**src/rtl/core/tbpe_pkg.sv**
```systemverilog
package tbpe_pkg;

    localparam int NAME_LENGTH_DEF = 9;
    localparam int NAME_IDX_W      = 4;
    localparam int PERIOD_W        = 16;
    localparam int CFG_IDX_W       = 2;
    localparam int CFG_DATA_W      = 16;

    // register map
    localparam logic [CFG_IDX_W-1:0] CFG_WITH_FILENAME = 2'd0;
    localparam logic [CFG_IDX_W-1:0] CFG_PULSE_PERIOD  = 2'd1;
    localparam logic [CFG_IDX_W-1:0] CFG_GAP_PERIOD    = 2'd2;

    // bit slots per byte: eight data bits plus the dummy zero bit
    localparam logic [3:0] BIT_SLOTS   = 4'd9;
    // pulse counter loads: pulses + gap + one for the opening zero period
    localparam logic [4:0] PULSES_ONE  = 5'd19;
    localparam logic [4:0] PULSES_ZERO = 5'd9;
    localparam logic [4:0] PULSES_GAP  = 5'd1;

    typedef enum logic [3:0] {
        PH_START = 4'b0001,
        PH_NAME  = 4'b0010,
        PH_DATA  = 4'b0100,
        PH_DONE  = 4'b1000
    } t_phase;

    typedef struct packed {
        logic       start_req;
        logic [7:0] offered_byte;
        logic       byte_available;
    } t_in_item;

    typedef struct packed {
        logic [PERIOD_W-1:0] period;
        logic                period_valid;
        logic                byte_taken;
        logic                end_of_data;
    } t_out_item;

    typedef struct packed {
        logic                with_filename;
        logic [PERIOD_W-1:0] pulse_period;
        logic [PERIOD_W-1:0] gap_period;
    } t_cfg;

    // fixed filename; entries past the table read as zero
    function automatic logic [7:0] name_byte(input logic [NAME_IDX_W-1:0] idx);
        logic [7:0] b;
        case (idx)
            4'd0:    b = 8'h54; // T
            4'd1:    b = 8'h5A; // Z
            4'd2:    b = 8'h58; // X
            4'd3:    b = 8'h44; // D
            4'd4:    b = 8'h55; // U
            4'd5:    b = 8'h49; // I
            4'd6:    b = 8'h4E; // N
            4'd7:    b = 8'h4F; // O
            4'd8:    b = 8'h9D;
            default: b = 8'h00;
        endcase
        return b;
    endfunction

endpackage

```
**src/rtl/core/tbpe_core.sv**
```systemverilog
module tbpe_core import tbpe_pkg::*; #(
    parameter int NAME_LENGTH = NAME_LENGTH_DEF
) (
    input  logic      i_clk,
    input  logic      i_rst_n,
    input  logic      i_step,
    input  t_in_item  i_item,
    input  t_cfg      i_cfg,
    output t_out_item o_result
);

    t_phase                r_phase, n_phase;
    logic [NAME_IDX_W-1:0] r_name, n_name;
    logic [3:0]            r_bits, n_bits;
    logic [4:0]            r_pulses, n_pulses;
    logic [7:0]            r_shift, n_shift;

    logic       load;
    logic       run;
    logic [7:0] ld_byte;
    logic [7:0] w_shift;
    logic [3:0] w_bits;
    logic [4:0] w_pulses;

    always_comb begin
        n_phase  = r_phase;
        n_name   = r_name;
        n_bits   = r_bits;
        n_pulses = r_pulses;
        n_shift  = r_shift;
        o_result = '0;
        load     = 1'b0;
        run      = 1'b0;
        ld_byte  = '0;

        if (i_item.start_req || r_phase == PH_START) begin
            n_name   = '0;
            n_bits   = '0;
            n_pulses = '0;
            n_shift  = '0;
            n_phase  = i_cfg.with_filename ? PH_NAME : PH_DATA;
        end else begin
            unique case (r_phase)
                PH_NAME: begin
                    if (r_bits == '0 && r_name >= NAME_IDX_W'(NAME_LENGTH)) begin
                        n_phase = PH_DATA;
                    end else begin
                        if (r_bits == '0) begin
                            load    = 1'b1;
                            ld_byte = name_byte(r_name);
                            n_name  = r_name + 1'b1;
                        end
                        run = 1'b1;
                    end
                end
                PH_DATA: begin
                    if (r_bits == '0 && !i_item.byte_available) begin
                        n_phase              = PH_DONE;
                        o_result.end_of_data = 1'b1;
                    end else begin
                        if (r_bits == '0) begin
                            load                = 1'b1;
                            ld_byte             = i_item.offered_byte;
                            o_result.byte_taken = 1'b1;
                        end
                        run = 1'b1;
                    end
                end
                PH_DONE: begin
                    o_result.end_of_data = 1'b1;
                end
                default: ;
            endcase
        end

        // bit writer: one half-period per tick
        w_shift  = load ? ld_byte : r_shift;
        w_bits   = load ? BIT_SLOTS : r_bits;
        w_pulses = load ? 5'd0 : r_pulses;
        if (run) begin
            o_result.period_valid = 1'b1;
            o_result.period = (w_pulses == PULSES_GAP) ? i_cfg.gap_period
                                                       : i_cfg.pulse_period;
            if (w_pulses == '0) begin
                // opening zero-length period of a new bit
                w_pulses        = w_shift[7] ? PULSES_ONE : PULSES_ZERO;
                w_shift         = {w_shift[6:0], 1'b0};
                w_bits          = w_bits - 1'b1;
                o_result.period = '0;
            end
            n_pulses = w_pulses - 1'b1;
            n_shift  = w_shift;
            n_bits   = w_bits;
        end
    end

    always_ff @(posedge i_clk) begin
        if (!i_rst_n) begin
            r_phase  <= PH_START;
            r_name   <= '0;
            r_bits   <= '0;
            r_pulses <= '0;
            r_shift  <= '0;
        end else if (i_step) begin
            r_phase  <= n_phase;
            r_name   <= n_name;
            r_bits   <= n_bits;
            r_pulses <= n_pulses;
            r_shift  <= n_shift;
        end
    end

endmodule

```
**config.mk**
```make
export PLATFORM = sky130hd
export DESIGN_NAME = tbpe_core
export DESIGN_NICKNAME = d
export VERILOG_FILES = /design/src/rtl/core/tbpe_pkg.sv /design/src/rtl/core/tbpe_core.sv
export SDC_FILE = /design/constraint.sdc
export NUM_CORES = 1
export LEC_CHECK = 0
export ABC_AREA = 1
export BUFFER_PORTS_ARGS = -buffer_cell sky130_fd_sc_hd__buf_2
export CORE_ASPECT_RATIO = 1.4
export CORE_UTILIZATION = 50
export CTS_BUF_LIST = sky130_fd_sc_hd__clkbuf_8
export CTS_CLUSTER_DIAMETER = 150
export DETAILED_ROUTE_END_ITERATION = 10
export PLACE_DENSITY_LB_ADDON = 0.12
export SLEW_MARGIN = 5
export SYNTH_ARGS = -nofsm -noshare
export SYNTH_HDL_FRONTEND = slang
export SYNTH_SLANG_ARGS = --single-unit
```
**constraint.sdc**
```tcl
create_clock -name i_clk -period 3.2 [get_ports i_clk]
set_input_delay 0.48 -clock i_clk [delete_from_list [all_inputs] [get_ports i_clk]]
set_output_delay 0.48 -clock i_clk [all_outputs]
set_load 0.005 [all_outputs]
```
==> summary by stage, run 1 <==
Pwr
The share of power burned in registers is 0.488. Of the total power, the share spent switching nets is 0.264. The power density normalized to cell area is slightly above 300 nW/um^2. Internal power comes to between 0.6 and 0.7 mW. The part of the total power dissipated in the clock network is 0.384. The logic gate share of total power is 0.128. The peak supply drop is 0.282 mV. The design draws approximately 0.84 mW. Summed over all nets, the switching power comes to approximately 0.22 mW.

The leakage power total is between 1 and 1.5 nW.

Routing
The detailed-route vias per instance is 5.07. The routed layout has approximately 2.3k vias. The iteration-0 DRC count of the detailed router is 98. After detailed routing, the average wire length per cell comes to around 11 um. The iteration count of the initial detailed-routing pass is 4. Once detail routing completed, the nets flagged for antenna violations numbered 0. After detailed routing, the total wire length is between 5000 and 6000 um.

The residual DRC count is 0.

Yosys
The most used flip-flop cell after synthesis is sky130_fd_sc_hd__dfxtp_1. The library cell with the highest instance count after synthesis is sky130_fd_sc_hd__nand2_1. The mean instance size in the synthesized netlist is between 6 and 7 sq um. In this run the cell area of the synthesized design comes to roughly 2300 sq um.

By area the synthesized netlist is led by sky130_fd_sc_hd__dfxtp_1 28%, sky130_fd_sc_hd__nand2_1 15%, sky130_fd_sc_hd__mux2i_1 7.0%, sky130_fd_sc_hd__ha_1 6.0%, sky130_fd_sc_hd__a21oi_1 5.4%. Yosys mapped a number of flops with a built-in enable equal to 0. The register bit count reported by yosys is 32. The cell type with the largest total area after synthesis is sky130_fd_sc_hd__dfxtp_1. The share of the Yosys chip area taken by registers is 0.279. The number of nets in the synthesized netlist is 389. For this run, asynchronously set or reset flops after synthesis account for 0. The share of synthesized area in the top cell type comes to 0.279. In the synthesized netlist, the number of instances is roughly 330. The count of different cell masters after synthesis is 37. The commonest cells after synthesis are 90 x sky130_fd_sc_hd__nand2_1, 32 x sky130_fd_sc_hd__dfxtp_1, 32 x sky130_fd_sc_hd__nor2_1. The count of synthesis-stage warnings from yosys is 0.

STA
The portion of the clock cycle consumed by the worst path in the final layout is 0.910. For the pin with the worst max-slew slack, the measured transition is 721 ps. The final setup skew is 6.66 ps. Based on the critical path, the design can be clocked at up to between 300 and 400 MHz.

Setup violations remaining at the end of the flow were counted as 0. The worst slew slack as a fraction of its limit is 0.519. Setup repair after global routing left no endpoint under its margin. The final critical delay including setup and external delays is 2910 ps. The final number of max-transition violations is 0. The hold violation total from the final report came to 0. For the final routed database, the setup TNS stands at 0 ps. The worst setup margin is 287 ps.

Min path
The startpoint of the worst hold path is i_rst_n. The path category of the worst min-delay check is in2reg. The endpoint with the worst hold slack is r_phase[0]$_SDFFE_PN1P_. The depth of the worst hold-timing path is 2.

Place
The placed wire-length estimate is between 4000 and 5000 um. At the end of routability-driven placement, the weighted congestion stood at ~0.84. The number of I/O port buffers is 64. Timing analysis after detailed placement gives a worst setup slack of roughly 450 ps.

CTS
The clock tree from TritonCTS is built. The clock insertion delay at the later pin of the skew report is ~280 ps. The buffer levels on the longest clock path is 2. The count of clock tree sinks is 32. The H-tree was split into 2 levels. The tree is rooted in a sky130_fd_sc_hd__clkbuf_8. In this run, CTS created clock tree buffers numbering 5.

The CTS clock-pin slew for the worst setup and hold paths is ~70 ps.

Critical path
The depth of the worst register-to-register path is 19. The signal on the critical path passes through inv_1 -> ha_1 -> nand2_1 -> nand2_1 -> nand2_2 -> nand2_2 -> nand2_4 -> nand2_1 -> nand4_4 -> buf_12 -> mux2i_1 -> nor2_1 -> buf_2. At the worst endpoint, the required time is approximately 2700 ps. STA puts the critical path data arrival time at ~2400 ps. The startpoint of the lowest-slack register-to-register path is r_name[0]$_SDFFE_PN0P_. The worst setup path is of the reg2out kind. The kind of launch point of the worst setup path is a flop.

The delay of the slowest critical-path stage is 380 ps. The capturing element type of the critical path is an output port. Setup slack on the worst reg-to-reg path comes out at 560 ps. Among the stages of the critical path, the cell type that occurs most often is sky130_fd_sc_hd__nand2_1. The maximum fanout along the worst path is 16. The slowest stage of the critical path is the sky130_fd_sc_hd__dfxtp_1 cell.

The endpoint of the lowest-slack register-to-register path is r_pulses[4]$_SDFFE_PN0P_.

Cells and area
Counting the fill cells in the layout gives between 400 and 500. The diode insertion count for antenna repair is 0. The storage element area is about 640 sq um. The multi-input gate area in the final layout is 1480 sq um. For this run, the post-layout net count is 455.

The final core utilization is 0.644. The layout cell share with drive strength beyond 1 is 0.273. Compared with the post-synthesis result, the final layout area differs by 20.8%.

GRT
The pin count of the biggest net entering global routing is 22. The initial antenna violation count is 0. The via count of the first global-routing pass is roughly 2.2k. For this run, the total global-route usage over all layers was measured as 0.241. The global route total overflow is 0. The first global-routing pass estimated between 9000 and 10000 um of wire.

Job
The max-capacitance violation count is 0.

Floorplanning
For this configuration, the core starts out at a cell density of 0.533. Measured along the y axis, the die boundary spans just over 80 um. The initialized floorplan defines 28 standard-cell rows.

The core region area is roughly 4300 sq um. The I/O pin total is 65. The die covers between 4000 and 5000 sq um.

The horizontal die dimension is between 50 and 60 um.

Status
The run finished with clean final reports.
==> repair_timing <==
action                     4_1_cts  5_1_grt
hold buffers                     0        0
hold endpoints to repair         0        0
gates resized for setup          0        1
setup endpoints to repair        0       16
buffers inserted                 0        1
==> worst max path at each step <==
| stage | depth (start not counted) | startpoint | slack [ps] | end |
|---|---|---|---|---|
| finish | 13 | r_name[0]$_SDFFE_PN0P_ | 290 | o_result[12] |
| detailed placement | 13 | r_name[1]$_SDFFE_PN0P_ | 450 | o_result[17] |
| CTS | 13 | r_name[1]$_SDFFE_PN0P_ | 130 | o_result[17] |
| global route | 13 | r_name[0]$_SDFFE_PN0P_ | 70 | o_result[16] |
| global placement | 13 | r_name[1]$_SDFFE_PN0P_ | 490 | o_result[12] |
| floorplan | 13 | r_name[1]$_SDFFE_PN0P_ | 840 | flop |
==> stage by stage <==
stage / cell area [sq um] / hold slack, ps / std cells
6_report: 2780 / 427 / 459
5_1_grt: 2780 / 430 / 459
4_1_cts: 2750 / 430 / 458
3_5_place_dp: 2660 / 457 / 450
3_3_place_gp: 2660 / 453 / 450
2_1_floorplan: 2300 / 442 / 332
==> power by group through the flow <==
stage                     logic, mW  registers (mW)  clock network (mW)
after floorplan              0.0671           0.418                   0
after global placement        0.107           0.419                   0
after detailed placement      0.108           0.419                   0
after CTS                     0.109           0.410               0.326
after global routing          0.122           0.410               0.345
final                         0.108           0.410               0.323
==> layer usage <==
layer,track usage,vias up,part of all wire
li1,-,1223,-
met5,0,-,0
met3,0.0592,16,0.042
met2,0.442,60,0.53
met4,0.136,0,0.027
met1,0.243,1030,0.40
==> cell usage in the layout (no fill, tap or decap), types with 2 or more instances in the layout <==
cell type	count
sky130_fd_sc_hd__nand2_1	89
sky130_fd_sc_hd__buf_2	64
sky130_fd_sc_hd__nor2_1	32
sky130_fd_sc_hd__dfxtp_1	32
sky130_fd_sc_hd__inv_1	27
sky130_fd_sc_hd__a21oi_1	25
sky130_fd_sc_hd__nand3_1	24
sky130_fd_sc_hd__mux2i_1	16
sky130_fd_sc_hd__o21ai_0	12
sky130_fd_sc_hd__ha_1	11
sky130_fd_sc_hd__nand2_2	6
sky130_fd_sc_hd__inv_2	6
sky130_fd_sc_hd__clkbuf_8	6
sky130_fd_sc_hd__nor2_2	4
sky130_fd_sc_hd__nand2_4	4
sky130_fd_sc_hd__o211ai_1	4
sky130_fd_sc_hd__nor2_4	3
sky130_fd_sc_hd__nand4_1	3
sky130_fd_sc_hd__o21ai_1	3
sky130_fd_sc_hd__buf_4	3
sky130_fd_sc_hd__a211oi_1	2
sky130_fd_sc_hd__or2_2	2
sky130_fd_sc_hd__nand3_2	2
sky130_fd_sc_hd__o21ai_2	2
sky130_fd_sc_hd__nor3_1	2
sky130_fd_sc_hd__a31oi_1	2
sky130_fd_sc_hd__a32o_1	2
==> cell type report <==
cell class,instances,share of cell area
Timing Repair Buffer,68,0.131
Sequential cell,32,0.231
Clock buffer,6,0.0297
Tap cell,60,0.0270
Multi-Input combinational cell,259,0.534
Clock inverter,2,0.00406
Inverter,32,0.0433
==> critical path: cells and delay by family (launching register included) <==
kind | cells | cell delay [ps]
and+or+nand+nor | 8 | 960
muxes | 1 | 190
DFF | 1 | 380
adders and majority gates | 1 | 200
buffers and inverters | 3 | 400
==> cell families (layout without fill, tap and decap cells) <==
family          Yosys count  after routing  share of synthesized area
simple gates            174            174                      0.358
mux                      16             16                     0.0697
fa+ha+maj                11             11                     0.0599
flops                    32             32                      0.279
compound gates           57             57                      0.153
buf+inv                  41            108                     0.0768
xor+xnor                  1              1                    0.00381
Note: power is estimated with default switching activity, not from simulation.
==> inputs of run 2 (changes only) <==
--- a/config.mk
+++ b/config.mk
@@ -7,12 +7,15 @@
 export LEC_CHECK = 0
 export ABC_AREA = 1
 export BUFFER_PORTS_ARGS = -buffer_cell sky130_fd_sc_hd__buf_2
+export CELL_PAD_IN_SITES_DETAIL_PLACEMENT = 0
+export CELL_PAD_IN_SITES_GLOBAL_PLACEMENT = 1
 export CORE_ASPECT_RATIO = 1.4
-export CORE_UTILIZATION = 50
+export CORE_UTILIZATION = 38
 export CTS_BUF_LIST = sky130_fd_sc_hd__clkbuf_8
 export CTS_CLUSTER_DIAMETER = 150
 export DETAILED_ROUTE_END_ITERATION = 10
 export PLACE_DENSITY_LB_ADDON = 0.12
+export SETUP_SLACK_MARGIN = 0.02
 export SLEW_MARGIN = 5
 export SYNTH_ARGS = -nofsm -noshare
 export SYNTH_HDL_FRONTEND = slang
==> summary by stage, run 2 (synthesis results as in run 1) <==
Critical path
The maximum fanout along the worst path is 16 (unchanged). The endpoint arrival time on the critical path was 2410 ps (-20 ps). The capturing element type of the critical path is an output port. The worst reg-to-reg setup slack is 590 ps (+30 ps). The worst setup path is of the reg2out kind. The worst path required time came to 2720 ps (about the same). STA classifies the critical path startpoint as a flop.

Floorplanning
The starting density of the core is 0.392 (-0.141). The I/O pin total is 65 (unchanged). The core region area came to 5860 sq um (+36%). The vertical die dimension came to 94.0 um (+14%). The number of rows in the core area came to 33 (+18%).

The horizontal die dimension was 67.7 um (+14%). The overall die area is 6370 sq um (+31%).

STA
Setup repair after global routing left no endpoint under its margin. The total setup violations reported at the end of the flow is 0 (unchanged). The hold violation total from the final report was 0 (unchanged). The final number of max-transition violations is 0 (unchanged).

The actual transition at the worst max-transition pin was 756 ps (+35.1 ps). The portion of the clock cycle consumed by the worst path in the final layout came to 0.903 (-0.00728). The aggregate negative setup slack is 0 ps (unchanged). The final critical delay including setup and external delays was 2890 ps (-23.3 ps). The worst slew slack as a fraction of its limit was 0.494 (-0.0252). The final setup skew is 8.67 ps (+2.01 ps). The upper clock frequency limit is 346 MHz (+0.81%). The hold slack came to 428 ps (+0.763 ps).

Status
The flow ran to the end, and the final reports show no timing, DRC or antenna violations.

Cells and area
The layout cell share with drive strength beyond 1 is 0.274 (+0.000686). The library cells used most frequently in the layout, excluding fill and tap cells, are 88 x sky130_fd_sc_hd__nand2_1, 64 x sky130_fd_sc_hd__buf_2, 32 x sky130_fd_sc_hd__nor2_1, 32 x sky130_fd_sc_hd__dfxtp_1, 27 x sky130_fd_sc_hd__inv_1. The synthesis-to-finish area growth is 21.7%. The count of fill cells added during filler insertion came to 627 (+50%).

The number of nets at the end of the flow is 454 (-0.22%). The diode insertion count for antenna repair is 0 (unchanged). The storage element area is 641 sq um (unchanged). The number of standard cells in the final layout excluding fillers is 468 (+2.0%).

The library cell used most frequently in the layout, excluding fill and tap cells, is sky130_fd_sc_hd__nand2_1. The multi-input gate area in the final layout is 1490 sq um (+0.17%). The area of all placed cells without fillers is 2800 sq um (+0.77%).

Pwr
The leakage power total is 1.47 nW (+0.46%). The logic gate share of total power is 0.121 (-0.007). The switching power was 0.223 mW (+0.38%). The power after layout is 0.898 mW (+6.8%). The peak supply drop is 0.225 mV (-20%). The share of power burned in registers is 0.456 (-0.032). The part of the total power dissipated in the clock network is 0.422 (+0.038). The cell-internal power is 0.675 mW (+9.1%). The power density normalized to cell area was 321 nW/um^2 (+6.0%).

The switching portion of total power is 0.248 (-0.0158).

CTS
The buffer levels on the longest clock path was 2 (unchanged). The count of clock tree sinks came to 32 (unchanged). The number of buffers added by the clock tree synthesis step is 5 (unchanged). TritonCTS built the clock tree. In this run the clock root is driven by a sky130_fd_sc_hd__clkbuf_8. The number of H-tree levels was 2 (unchanged). The clock insertion delay at the later pin of the skew report was 290 ps (about the same). The CTS clock-pin slew for the worst setup and hold paths is 60 ps (about the same). The number of hold-repair buffers added at the cts stage is 0 (unchanged).

Routing
The residual DRC count is 0 (unchanged). The detailed-route vias per instance is 5.03 (-0.87%). The iteration-0 DRC count of the detailed router was 91 (-7.1%). The vias after detailed routing is 2354 (+1.1%). The final wirelength is 5690 um (+9.2%). The average detailed-routed wire length per instance was 12.1 um (+7.1%). The count of nets left with antenna violations after detail routing came to 0 (unchanged).

The iteration count of the initial detailed-routing pass is 5 (+1).

Min path
The path category of the worst min-delay check is in2reg.

GRT
The via count of the first global-routing pass is 2121 (-5.1%). The global-route wire length before repair is 9230 um (+1.4%). The pin count of the biggest net entering global routing is 22 (unchanged). The combined global-route utilization of all metal layers is 0.192 (-0.0494). The initial antenna violation count was 0 (unchanged). The global route total overflow is 0 (unchanged).

Place
The routability-driven placement congestion ratio is 0.728 (-13%). The total placed instance area is 2670 sq um (+0.19%). The placed cell count is 459 (+2.0%). The number of I/O port buffers is 64 (unchanged). The placed wire-length estimate is 4480 um (+8.0%).

Job
The max-capacitance violation count came to 0 (unchanged).
## run 2: final cells by class
cell class                 instances  share of cell area
sequential                        32               0.229
multi-input combinational        259               0.531
inverter                          32              0.0429
clock inverter                     3              0.0139
timing repair buffer              67               0.127
clock buffer                       5              0.0246
tap                               70              0.0313
## run 2: routing by layer
metal	up-vias	global-route usage	share of wire
met2	57	0.371	0.56
met1	1062	0.193	0.38
li1	1226	-	-
met5	-	0	0
met3	9	0.0328	0.045
met4	0	0.0691	0.017
## run 2: metrics by stage
| step | setup WS (ps) | util |
|---|---|---|
| after floorplan | 836 | - |
| after global placement | 423 | 0.455 |
| after detailed placement | 355 | 0.455 |
| after CTS | 43.6 | 0.473 |
| after global routing | 88.1 | 0.477 |
| final | 310 | 0.477 |
## run 2: final timing paths
check                           from                  endpoint  cells after the start
max           r_name[0]$_SDFFE_PN0P_              o_result[11]                     13
min                          i_rst_n   r_phase[0]$_SDFFE_PN1P_                      2
max reg2reg   r_name[0]$_SDFFE_PN0P_  r_pulses[4]$_SDFFE_PN0P_                     19
min reg2reg  r_shift[0]$_SDFFE_PN0P_   r_shift[0]$_SDFFE_PN0P_                      2
## run 2: power groups by stage
stage	Clock, mW	Sequential, mW	Combinational (mW)
floorplan	0	0.418	0.0671
global placement	0	0.419	0.109
detailed placement	0	0.419	0.110
CTS	0.390	0.410	0.111
global route	0.404	0.411	0.124
finish	0.379	0.410	0.109
## run 2: critical path, stage by stage (launching register included)
cell                      delay, ps
sky130_fd_sc_hd__dfxtp_1        390
sky130_fd_sc_hd__inv_1          110
sky130_fd_sc_hd__ha_1           210
sky130_fd_sc_hd__nand2_1         80
sky130_fd_sc_hd__nand2_2        130
sky130_fd_sc_hd__nand2_2        120
sky130_fd_sc_hd__nand2_2         60
sky130_fd_sc_hd__nand2_4        190
sky130_fd_sc_hd__nand2_1        150
sky130_fd_sc_hd__nand4_4        130
sky130_fd_sc_hd__buf_12         170
sky130_fd_sc_hd__mux2i_1        190
sky130_fd_sc_hd__nor2_1          50
sky130_fd_sc_hd__buf_2          130
## run 2: timing repair
item / CTS / global route
buffers inserted: 0 / 1
endpoints found under the setup margin: 0 / 16
resized for setup: 0 / 2
==> inputs of run 3 (changes only) <==
==> constraint.sdc (replaced) <==
create_clock -name i_clk -period 3.2 [get_ports i_clk]
set_input_delay 0.16 -clock i_clk [delete_from_list [all_inputs] [get_ports i_clk]]
set_output_delay 0.16 -clock i_clk [all_outputs]
set_load 0.005 [all_outputs]
==> summary by stage, run 3 (synthesis results as in run 1) <==
STA
The final setup skew is 8.32 ps (-0.349 ps). The hold slack came to 109 ps (-319 ps). Setup repair after global routing left no endpoint under its margin.

The aggregate negative setup slack is 0 ps (unchanged). The worst setup margin is 436 ps (+126 ps). The hold violation total from the final report is 0 (unchanged). The worst slew slack as a fraction of its limit is 0.482 (-0.0122).

The portion of the clock cycle consumed by the worst path in the final layout is 0.864 (-0.0394). The actual transition at the worst max-transition pin was 777 ps (+21.0 ps). The upper clock frequency limit is 362 MHz (+4.6%). The final critical delay including setup and external delays was 2760 ps (-126 ps). The total setup violations reported at the end of the flow is 0 (unchanged). The final number of max-transition violations came to 0 (unchanged).

Routing
The detailed-route vias per instance is 4.98 (-0.94%). The count of nets left with antenna violations after detail routing is 0 (unchanged). The vias after detailed routing is 2327 (-1.1%).

The iteration-0 DRC count of the detailed router is 62 (-32%). The average detailed-routed wire length per instance is 12.1 um (-0.42%). The iteration count of the initial detailed-routing pass is 4 (-1). The residual DRC count is 0 (unchanged).

The final wirelength was 5650 um (-0.63%).

CTS
The cell sitting at the root of the clock tree is a sky130_fd_sc_hd__clkbuf_8. The buffer levels on the longest clock path was 2 (unchanged). The CTS clock-pin slew for the worst setup and hold paths is 70 ps (about the same). The number of buffers added by the clock tree synthesis step is 5 (unchanged). The number of H-tree levels is 2 (unchanged). The post-CTS setup-driven buffer insertion count was 0 (unchanged). The count of clock tree sinks is 32 (unchanged). The number of hold-repair buffers added at the cts stage is 0 (unchanged). The clock insertion delay at the later pin of the skew report is 280 ps (about the same).

TritonCTS built the clock tree.

Floorplanning
The core region area is 5860 sq um (unchanged). The I/O pin total is 65 (unchanged). The number of rows in the core area is 33 (unchanged). The horizontal die dimension is 67.7 um (unchanged). The vertical die dimension was 94.0 um (unchanged). The overall die area came to 6370 sq um (unchanged). The starting density of the core came to 0.392 (unchanged).

Cells and area
The final core utilization is 0.473 (-0.00384). The synthesis-to-finish area growth is 20.7%. The number of standard cells in the final layout excluding fillers was 467 (-0.21%). The count of fill cells added during filler insertion is 666 (+6.2%).

The diode insertion count for antenna repair is 0 (unchanged). The layout cell share with drive strength beyond 1 is 0.270 (-0.00435). In the layout the commonest cells are 89 x sky130_fd_sc_hd__nand2_1, 64 x sky130_fd_sc_hd__buf_2, 32 x sky130_fd_sc_hd__nor2_1, 32 x sky130_fd_sc_hd__dfxtp_1, 27 x sky130_fd_sc_hd__inv_1. The area of all placed cells without fillers came to 2780 sq um (-0.80%).

The number of nets at the end of the flow came to 453 (-0.22%). The library cell used most frequently in the layout, excluding fill and tap cells, is sky130_fd_sc_hd__nand2_1.

Pwr
The peak supply drop came to 0.230 mV (+2.1%). The switching portion of total power came to 0.250 (+0.00148). The power density normalized to cell area was 324 nW/um^2 (+1.0%). The cell-internal power is 0.675 mW (about the same). The share of power burned in registers came to 0.455 (about the same). The leakage power total is 1.46 nW (-0.80%).

The logic gate share of total power was 0.121 (about the same). The switching power is 0.225 mW (+0.80%). The part of the total power dissipated in the clock network is 0.424 (+0.002).

The power after layout is 0.900 mW (+0.20%).

GRT
The initial antenna violation count is 0 (unchanged). The global route total overflow is 0 (unchanged). The global-route wire length before repair is 9360 um (+1.4%). The combined global-route utilization of all metal layers is 0.193 (+0.00109). The pin count of the biggest net entering global routing is 22 (unchanged). The via count of the first global-routing pass is 2186 (+3.1%).

Place
The placed wire-length estimate came to 4470 um (-0.38%). The total placed instance area is 2670 sq um (unchanged). The routability-driven placement congestion ratio is 0.753 (+3.5%). The placed cell count is 459 (unchanged). The number of I/O port buffers came to 64 (unchanged). The pre-CTS setup slack came to 559 ps (+204 ps).

Critical path
The endpoint arrival time on the critical path was 2600 ps (+190 ps). Walking the worst path, the cells encountered are inv_1 -> ha_1 -> nand2_1 -> nand2_1 -> nand2_2 -> nand2_2 -> nand2_4 -> nand2_4 -> inv_2 -> nand4_4 -> mux2i_1 -> nor2_1 -> buf_2. The maximum fanout along the worst path is 16 (unchanged). The capturing element type of the critical path is an output port. The delay of the slowest critical-path stage is 380 ps (about the same). The worst path required time came to 3040 ps (+320 ps). STA classifies the critical path startpoint as a flop. The slowest cell on the critical path is sky130_fd_sc_hd__dfxtp_1. The setup path with the least slack is of type reg2out.

Min path
The path category of the worst min-delay check is in2reg.

Status
The run finished with clean final reports.

Job
The max-capacitance violation count was 0 (unchanged).
[run 3: worst paths after layout]
check / cells after the start / end / slack (ps) / from
max reg2reg: 15 / r_pulses[1]$_SDFFE_PN0P_ / 560 / r_name[1]$_SDFFE_PN0P_
max: 13 / o_result[9] / 440 / r_name[0]$_SDFFE_PN0P_
min: 2 / r_phase[0]$_SDFFE_PN1P_ / 110 / i_rst_n
min reg2reg: 2 / r_shift[5]$_SDFFE_PN0P_ / 470 / r_shift[5]$_SDFFE_PN0P_
[run 3: repair_timing]
action | CTS | global route
gates resized for setup | 0 | 1
endpoints found under the hold margin | 0 | 0
setup endpoints to repair | 0 | 9
[run 3: power groups by stage]
stage / Sequential [mW] / Combinational (mW) / Clock [mW]
after floorplan: 0.418 / 0.0671 / 0
after global placement: 0.419 / 0.109 / 0
after detailed placement: 0.419 / 0.110 / 0
after CTS: 0.410 / 0.110 / 0.393
after global routing: 0.410 / 0.122 / 0.408
final: 0.410 / 0.109 / 0.382
[run 3: cell type report]
cell class                      count  area [sq um]  area share
Timing Repair Buffer               66           335       0.121
Sequential cell                    32           641       0.231
Clock inverter                      3          38.8      0.0140
Inverter                           32           120      0.0433
Multi-Input combinational cell    259          1480       0.535
Tap cell                           70          87.6      0.0316
Clock buffer                        5          68.8      0.0248
[run 3: layer usage]
metal	global-route usage	part of all wire
met3	0.0291	0.047
met2	0.379	0.56
met4	0.0656	0.014
met5	0	0
met1	0.193	0.38
[run 3: critical path: cells and delay by family (launching register included)]
| kind | cells | cell delay [ps] |
|---|---|---|
| and+or+nand+nor | 8 | 1130 |
| buffers and inverters | 3 | 340 |
| adders and majority gates | 1 | 200 |
| muxes | 1 | 260 |
| DFF | 1 | 380 |
